`src/rtl/hdmb_ram.sv`:
```
module hdmb_ram #(
	parameter int WIDTH = 8,
	parameter int DEPTH = 256
) (
	input  logic                     clk,
	input  logic                     we,
	input  logic [$clog2(DEPTH)-1:0] waddr,
	input  logic [WIDTH-1:0]         wdata,
	input  logic [$clog2(DEPTH)-1:0] raddr,
	output logic [WIDTH-1:0]         rdata
);

	logic [WIDTH-1:0] mem [DEPTH];

	always_ff @(posedge clk) begin
		if (we) begin
			mem[waddr] <= wdata;
		end
		rdata <= mem[raddr];
	end

endmodule

```
`config.mk`:
```
export PLATFORM = sky130hd
export DESIGN_NAME = hdmb_ram
export DESIGN_NICKNAME = d
export VERILOG_FILES = /design/src/rtl/hdmb_ram.sv
export SDC_FILE = /design/constraint.sdc
export NUM_CORES = 2
export LEC_CHECK = 0
export ABC_AREA = 1
export ABC_CLOCK_PERIOD_IN_PS = 4800
export BUFFER_PORTS_ARGS = -buffer_cell sky130_fd_sc_hd__buf_2
export CAP_MARGIN = 30
export CORE_ASPECT_RATIO = 0.75
export CORE_UTILIZATION = 57
export DETAILED_ROUTE_END_ITERATION = 12
export MAX_ROUTING_LAYER = met4
export PLACE_DENSITY = 0.73
export SLEW_MARGIN = 20
export SYNTH_ARGS = -nofsm -noshare
export SYNTH_HDL_FRONTEND = slang
export SYNTH_SLANG_ARGS = --single-unit
```
`constraint.sdc`:
```
create_clock -name clk -period 4.8 [get_ports clk]
set_input_delay 0.96 -clock clk [delete_from_list [all_inputs] [get_ports clk]]
set_output_delay 0.96 -clock clk [all_outputs]
set_load 0.005 [all_outputs]
```
==> impl_results.md <==
- Register area share after synthesis: approximately 74%
- Number of core rows: approximately 120
- Worst-path cell chain: buf_8 -> inv_8 -> buf_4 -> nand3_1 -> nand3_1 -> nand3_1 -> nand3_1 -> nand3_1 -> nand2_1 -> nand2_1 -> nand2_1
- Total congestion overflow: 0
- TritonCTS clock tree: built
- Most common cell after layout, fill and taps aside: nand2_1
- # DRC: 0
- Area Overhead vs Synth: 9.030%
- Total negative slack: 0 ns
- Syn Area/Cell: 11.91 sq um
- Post-CTS Resized: 0
- Hold depth: 1
- Post-synth cell types: 14
- Vias post-DR: between 50000 and 60000
- Clock root cell: clkbuf_16
- Synth warn: 0
- Worst path buffer plus inverter count: 3
- Post-synthesis register bit count: roughly 2100
- Most used cell, CP: nand3_1
- R2R depth: 10
- DRT Wirelength: 223300 um
- Syn Inst Count: between 7000 and 8000
- Hold endpoint: mem[103][4]
- Worst reg2reg endpoint: rdata[1]
- Clk_skew: 0.02929 ns
- Reg clk slew, reported paths: roughly 0.06 ns
- Post-CTS Setup Bufs: 0
- Initial DRC Count: 8900
- Fmax achieved: ~320 MHz
- RSZ-0062 raised after global routing: false
- Final net count: a little under 7000
- Die X: between 400 and 500 um
- Crit path max-delay cell type: buf_4
- Wire length per cell: between 20 and 25 um
- Die footprint: roughly 0.15 sq mm
- Max-Slew Margin vs Limit: approximately a quarter
- Hold_buf cts: 0
- First-pass GRT wire length: 331800 um
- Fillers: approximately 11000
- I/O Pins: 34
- H-tree levels: 4
- Final period util: between 60% and 70%
- Worst Setup Start Kind: primary input
- Number of buffers created by CTS: approximately 190
- Vias per inst: 6.191
- GRT Total Usage: roughly 31%
- Max FO, Critical Path: ~120
- Worst r2r src: mem[51][1]
- Crit path required time: about 5.5 ns
- RePlAce Congestion: around 0.9
- Number of global-route vias before repair: just over 50000
- Min-Delay Startpoint: wdata[4]
- Final Non-Filler Cells: between 8000 and 9000
- Final Max Slew Viols: 0
- Initial Util: about 57%
- Port buffer count: 33
- 1st-pass router iterations: 7
- Antenna violations before repair: 9
- Pwr dens: between 400 and 500 mW/mm^2
- Max IR drop VDD: ~0.29 mV
- Max cap viols: 0
- Die H: 333.3 um
- Synthesized cell area: 0.08340 sq mm
- CTS sink cnt: 2056
- Core Area: ~0.15 sq mm
- Clk Latency, worst-skew pair: roughly 0.83 ns
- CP endpoint kind: flip-flop
- Largest net degree at the start of global routing: 151
- HPWL after DPL: 126100 um
- Commonest non-fill, non-tap cells in the layout: 2123 x nand2_1, 2048 x edfxtp_1, 2019 x nand3_1
- Crit path kind: in -> reg
- Fin. Hold Viols: 0
- Least-Margin Pin Slew: about 1.1 ns
- Post-route minimum period: 3.087 ns
- Placed Cells: 8580
- Min-delay worst type: in -> reg
- Share of layout cells above drive strength 1: slightly below 6%
- FF-to-FF setup slack: ~2.9 ns
- Outcome: finished clean
- Syn_nets: ~7000
- Final ANT Viol Nets: 0
- Cell family with most CP delay: simple AND/OR/NAND/NOR gates
- Final setup fails: 0
- P_leak: 31.38 nW
- Crit path DAT: ~3.8 ns
- Crit-path max cell delay: 0.45 ns
- CTS Buffer Depth: 3
cell usage after synthesis:
| cell type | count | area, sq um |
|---|---|---|
| dfxtp_1 | 8 | 160.2 |
| edfxtp_1 | 2048 | 61500 |
| buf_2 | 268 | 1341 |
| inv_4 | 1 | 6.260 |
| buf_6 | 16 | 180.2 |
| nand3_1 | 2019 | 10100 |
| buf_8 | 1 | 15.01 |
| inv_1 | 36 | 135.1 |
| inv_2 | 2 | 7.510 |
| nand2_1 | 2123 | 7969 |
| buf_1 | 40 | 150.1 |
| nor2_1 | 283 | 1062 |
| buf_4 | 46 | 345.3 |
| clkbuf_1 | 112 | 420.4 |
state kept, by name (all words and copies together) (netlist names):
name / flops
mem: 2048
rdata: 8
kinds of logic after synthesis:
kind of cell	share of synthesized area, %
buf+inv	3.119
flops	73.94
simple gates	22.95
area by class of cell:
cell class                 instances  area [sq um]  area share [%]
clock inverter                   112         833.3          0.9164
inverter                          39         180.2          0.1982
sequential                      2056         61660           67.81
tap                             1906          2385           2.623
clock buffer                     231          4982           5.479
timing repair buffer             160          1722           1.893
multi-input combinational       4425         19140           21.05
antenna                           12         30.03         0.03303
where the power goes:
group | switching, mW | internal, mW | total (mW) | leakage [nW]
Sequential | 0.0169 | 19.8 | 19.8 | 18.5
Combinational | 1.74 | 0.524 | 2.26 | 10.1
Clock | 6.53 | 7.94 | 14.5 | 2.85
Total | 8.29 | 28.2 | 36.5 | 31.4
worst max-delay path by stage:
stage / from / endpoint / cells past startpoint
6_report: raddr[2] / rdata[1] / 11
5_1_grt: raddr[2] / rdata[1] / 11
4_1_cts: raddr[2] / rdata[1] / 11
3_5_place_dp: raddr[2] / rdata[1] / 11
3_3_place_gp: raddr[1] / rdata[5] / 12
2_1_floorplan: we / mem[162][0] / 4
layer usage:
layer,GRT usage (%),wire length (um),vias to the layer above,part of all wire [%]
met3,10.01,30660,428,14
met2,42.59,97660,3511,44
met1,43.48,87480,26830,39
met4,11.35,7543,0,3.4
li1,-,-,24590,-
met5,-,0,-,0
per-stage QoR:
step	power, mW	instance area, sq um	setup WS (ns)	utilization (%)	hold WS (ns)
after floorplan	21.40	83400	2.349	-	0.8355
after global placement	22.34	84980	1.060	58.53	1.015
after detailed placement	22.38	85030	1.076	58.56	0.9892
after CTS	36.53	90840	1.972	62.57	0.3023
after global routing	37.44	90910	1.728	62.62	0.3254
final	36.53	90930	1.713	62.63	0.3471
(Power assumes the default switching activity.)
