===== config.mk =====
export PLATFORM = sky130hd
export DESIGN_NAME = hdmb_relax
export DESIGN_NICKNAME = d
export VERILOG_FILES = /design/src/rtl/hdmb_pkg.sv /design/src/rtl/hdmb_relax.sv
export SDC_FILE = /design/constraint.sdc
export NUM_CORES = 1
export LEC_CHECK = 0
export ABC_AREA = 1
export BUFFER_PORTS_ARGS = -buffer_cell sky130_fd_sc_hd__buf_2
export CAP_MARGIN = 10
export CORE_AREA = 3 3 40 42
export DETAILED_ROUTE_END_ITERATION = 6
export DIE_AREA = 0 0 43 45
export PLACE_DENSITY = 0.73
export REMOVE_ABC_BUFFERS = 1
export SLEW_MARGIN = 40
export SYNTH_ARGS = -nofsm -noshare
export SYNTH_HDL_FRONTEND = slang
export SYNTH_SLANG_ARGS = --single-unit

===== constraint.sdc =====
create_clock -name vclk -period 3.7
set_clock_uncertainty 0.2 [all_clocks]
set_input_delay 0.74 -clock vclk [all_inputs]
set_output_delay 0.74 -clock vclk [all_outputs]
set_load 0.02 [all_outputs]

===== src/rtl/hdmb_pkg.sv =====
package hdmb_pkg;

	localparam int MAX_NODES = 64;
	localparam int IDX_W = $clog2(MAX_NODES);
	localparam int ADDR_W = 2 * IDX_W;
	localparam int DEPTH = 1 << ADDR_W;
	localparam int CNT_W = $clog2(MAX_NODES + 1);
	localparam int FIELD_W = 6;
	localparam int VAL_W = 7;
	localparam int CFG_W = 7;
	localparam int CMP_W = 16;
	localparam int SUM_W = ((IDX_W > VAL_W) ? IDX_W : VAL_W) + 1;
	localparam int PADDR_W = 2;
	localparam int PDATA_W = 32;

	localparam logic [VAL_W-1:0] VAL_MAX = '1;
	localparam logic [CFG_W-1:0] NODE_COUNT_RESET = CFG_W'(64);
	localparam logic [PADDR_W-1:0] ADDR_NODE_COUNT = '0;

	typedef enum logic [1:0] {
		OP_CLEAR = 2'd0,
		OP_WRITE = 2'd1,
		OP_BUILD = 2'd2,
		OP_READ  = 2'd3
	} hdmb_op_t;

	typedef enum logic [2:0] {
		S_IDLE,
		S_CLEAR,
		S_SCAN_RD,
		S_SCAN_CHK,
		S_HOP_RD,
		S_HOP_CHK,
		S_CUR,
		S_WR2
	} hdmb_state_t;

	typedef struct packed {
		hdmb_op_t             opcode;
		logic [FIELD_W-1:0]   row_index;
		logic [FIELD_W-1:0]   col_index;
		logic [VAL_W-1:0]     entry_value;
	} hdmb_cmd_t;

	typedef struct packed {
		logic [VAL_W-1:0] distance;
		logic             index_ok;
	} hdmb_result_t;

	typedef struct packed {
		logic              we;
		logic [ADDR_W-1:0] waddr;
		logic [VAL_W-1:0]  wdata;
		logic [ADDR_W-1:0] raddr;
	} hdmb_ram_req_t;

	typedef struct packed {
		logic [IDX_W-1:0] turn;
		logic [VAL_W-1:0] hop;
		logic [VAL_W-1:0] cur;
	} hdmb_relax_in_t;

	typedef struct packed {
		logic [VAL_W-1:0] cost;
		logic             update;
	} hdmb_relax_out_t;

endpackage


===== src/rtl/hdmb_relax.sv =====
module hdmb_relax (
	input  hdmb_pkg::hdmb_relax_in_t  rin,
	output hdmb_pkg::hdmb_relax_out_t rout
);

	localparam int SW = hdmb_pkg::SUM_W;
	localparam int VW = hdmb_pkg::VAL_W;

	logic [SW-1:0] sum;

	always_comb begin
		sum = SW'(rin.turn) + SW'(rin.hop);
		if (sum > SW'(hdmb_pkg::VAL_MAX)) begin
			rout.cost = hdmb_pkg::VAL_MAX;
		end else begin
			rout.cost = VW'(sum);
		end
		rout.update = (rin.cur == '0) || (rin.cur > rout.cost);
	end

endmodule


==> impl_metrics.py <==
metrics = {
    "placement": {
        "port_buffers": 28,
        "placed_cells_incl_taps": 137,
        "place_area_um2": 764,
        "gp_congestion": 0.746,
        "dp_hpwl_um": 1130,
    },
    "synthesis": {
        "synth_largest_area_cell": "ha_1",
        "ys_warn_count": 0,
        "synthCells": 82,
        "synth-compound-area-share_pct": 7.28,
        "ys_types": 21,
        "synth_xor_xnor_area_share_pct": 5.10,
        "yosysSeqAreaShare_pct": 0,
        "syn_area_um2": 515,
        "synthTopCellsByArea": "ha_1 29%, nand2_1 16%, inv_1 6.6%, nor2_1 5.8%, nand2_2 4.9%",
        "yosys.area_share.simple_pct": 45.9,
        "synth_top_family_by_area": "simple AND/OR/NAND/NOR gates",
        "yosys.cell_count.top_type": "nand2_1",
        "synth_top_area_share_pct": 29.1,
        "synth_commonest_cells": "22 x nand2_1, 12 x ha_1, 9 x inv_1",
        "avgSynthCellArea_um2": 6.29,
        "synthAdderAreaFrac_pct": 33.0,
        "synth_mux_area_share_pct": 0,
    },
    "finish": {
        "final_util_pct": 62.8,
        "diodes": 0,
        "finalInstanceArea_um2": 807,
        "nClkBuffers": 0,
        "seq_cells": 0,
        "fin_nets": 158,
        "finalNonFillerCells": 138,
        "synthToLayoutAreaGrowth_pct": 56.6,
        "register_area_um2": 0,
        "drive_gt1_share_pct": 49.6,
    },
    "sta": {
        "finalHoldViolCount": 0,
        "period_share_pct": 103,
        "slew_headroom_pct": 83.3,
        "rsz0062_at_grt": "yes",
        "period_minus_slack_ps": 3820,
        "slew_violations": 0,
        "finalSetupViolCount": 1,
        "fin_ws_ps": -123,
        "tightest_slew_ps": 249,
        "max_freq_mhz": 262,
        "fin_setup_tns_ps": -123,
    },
    "grt": {
        "grt_pass1_wl_um": 2180,
        "grtUsageTotal_pct": 13.6,
        "antenna_found_initial": 0,
        "met1_usage_pct": 14.1,
        "grt_max_degree": 5,
        "grt_pass1_vias": 639,
        "grt.overflow.total": 0,
        "use_met3_pct": 0.398,
        "busiest_layer": "met2",
        "met2_usage_pct": 31.1,
    },
    "routing": {
        "drt-wirelength-per-cell_um": 9.40,
        "vias": 658,
        "wirelength_um": 1300,
        "drt_pass1_iterations": 4,
        "drc": 0,
        "antenna_left": 0,
        "drtIter0Drc": 7,
        "viasPerCell": 4.77,
    },
    "flow_run": {
        "maxCapViolations": 0,
    },
    "floorplanning": {
        "ios": 28,
        "die_h_um": 45,
        "rows": 13,
        "start_util_pct": 40.1,
        "core_area_mm2": 0.00128,
        "die_area_mm2": 0.00194,
        "die_x_um": 43,
    },
    "critical_path": {
        "cp-start-kind": "primary input",
        "arrival_ps": 2880,
        "slowest_delay_ps": 340,
        "crit_chain": "buf_2, ha_2, fa_2, nand3_1, nand3b_1, nand2_1, nand2_1, a21oi_2, nand2_1, nand2_1, nor2_1, ha_1, nand2_2, nor2_1, a211oi_2, nand2_1, nand2_1, nand2_1, buf_2",
        "critPathBufInv": 2,
        "path_max_fanout": 2,
        "cp_data_required_time_ps": 2760,
        "path_common_cell": "nand2_1",
        "worstSetupPathType": "in -> out",
        "critPathSlowestCell": "fa_2",
        "cp_top_family": "adder cells",
        "end_kind": "output port",
    },
    "power_and_ir_drop": {
        "vdd_drop_max_v": 0.000117,
        "p_leak_nw": 0.467,
        "power_density_mw_per_mm2": 225,
        "power_w": 0.000181,
    },
    "status": {
        "failed_checks": "negative setup slack",
        "status": "complete, but fails checks",
    },
    "worst_hold_path": {
        "hp-class": "in -> out",
    },
    "cts": {
        "ctsHoldBuffers": 0,
    },
}
[area by class of cell]
class                      instances  area, um^2
timing repair buffer              41         238
fill                             124         478
tap                               15        18.8
multi-input combinational         70         505
inverter                          12        45.0
[cells by family after synthesis]
group / Yosys count
AND/OR/NAND/NOR: 49
adder cells (fa/ha/maj): 13
buffers and inverters: 12
AO/OA/AOI/OAI: 5
XOR/XNOR: 3
[path summary, 6_finish.rpt]
check | endpoint | slack (ps) | cells past startpoint | from
max | rout[0] | -120 | 19 | rin[7]
min | rout[0] | 1650 | 5 | rin[0]
[layout by cell type, fill, tap and decap left out, drive strengths merged]
cell,instances
ha,12
nor2,9
buf,41
nor3,1
nor4,1
xor2,1
or2,3
inv,12
a21oi,3
nand2,26
xnor2,2
fa,1
a211oi,1
a21boi,1
nand3,5
nand3b,2
nand4,2
[where the power goes]
part           internal [W]  total (W)  switching, W
registers                 0          0             0
clock network             0          0             0
logic             0.0000832   0.000181     0.0000980
[routing by layer]
layer  share of wire, %  up-vias
li1                   -      348
met1                 42      292
met2                 53       18
met3                5.2        0
met4                  0        0
met5                  0        -
[metrics by stage]
stage	worst slack, ps	hold slack, ps
2_1_floorplan	11.2	1470
3_3_place_gp	-199	1650
3_5_place_dp	-231	1650
4_1_cts	-126	1650
5_1_grt	-260	1680
6_report	-123	1650
[repair_timing]
item | in CTS | in global routing
gates cloned | 0 | 0
setup endpoints to repair | 1 | 1
gates resized for setup | 5 | 3
buffers inserted | 1 | 0
pin swaps | 2 | 0
Note: power is estimated with default switching activity, not from simulation.
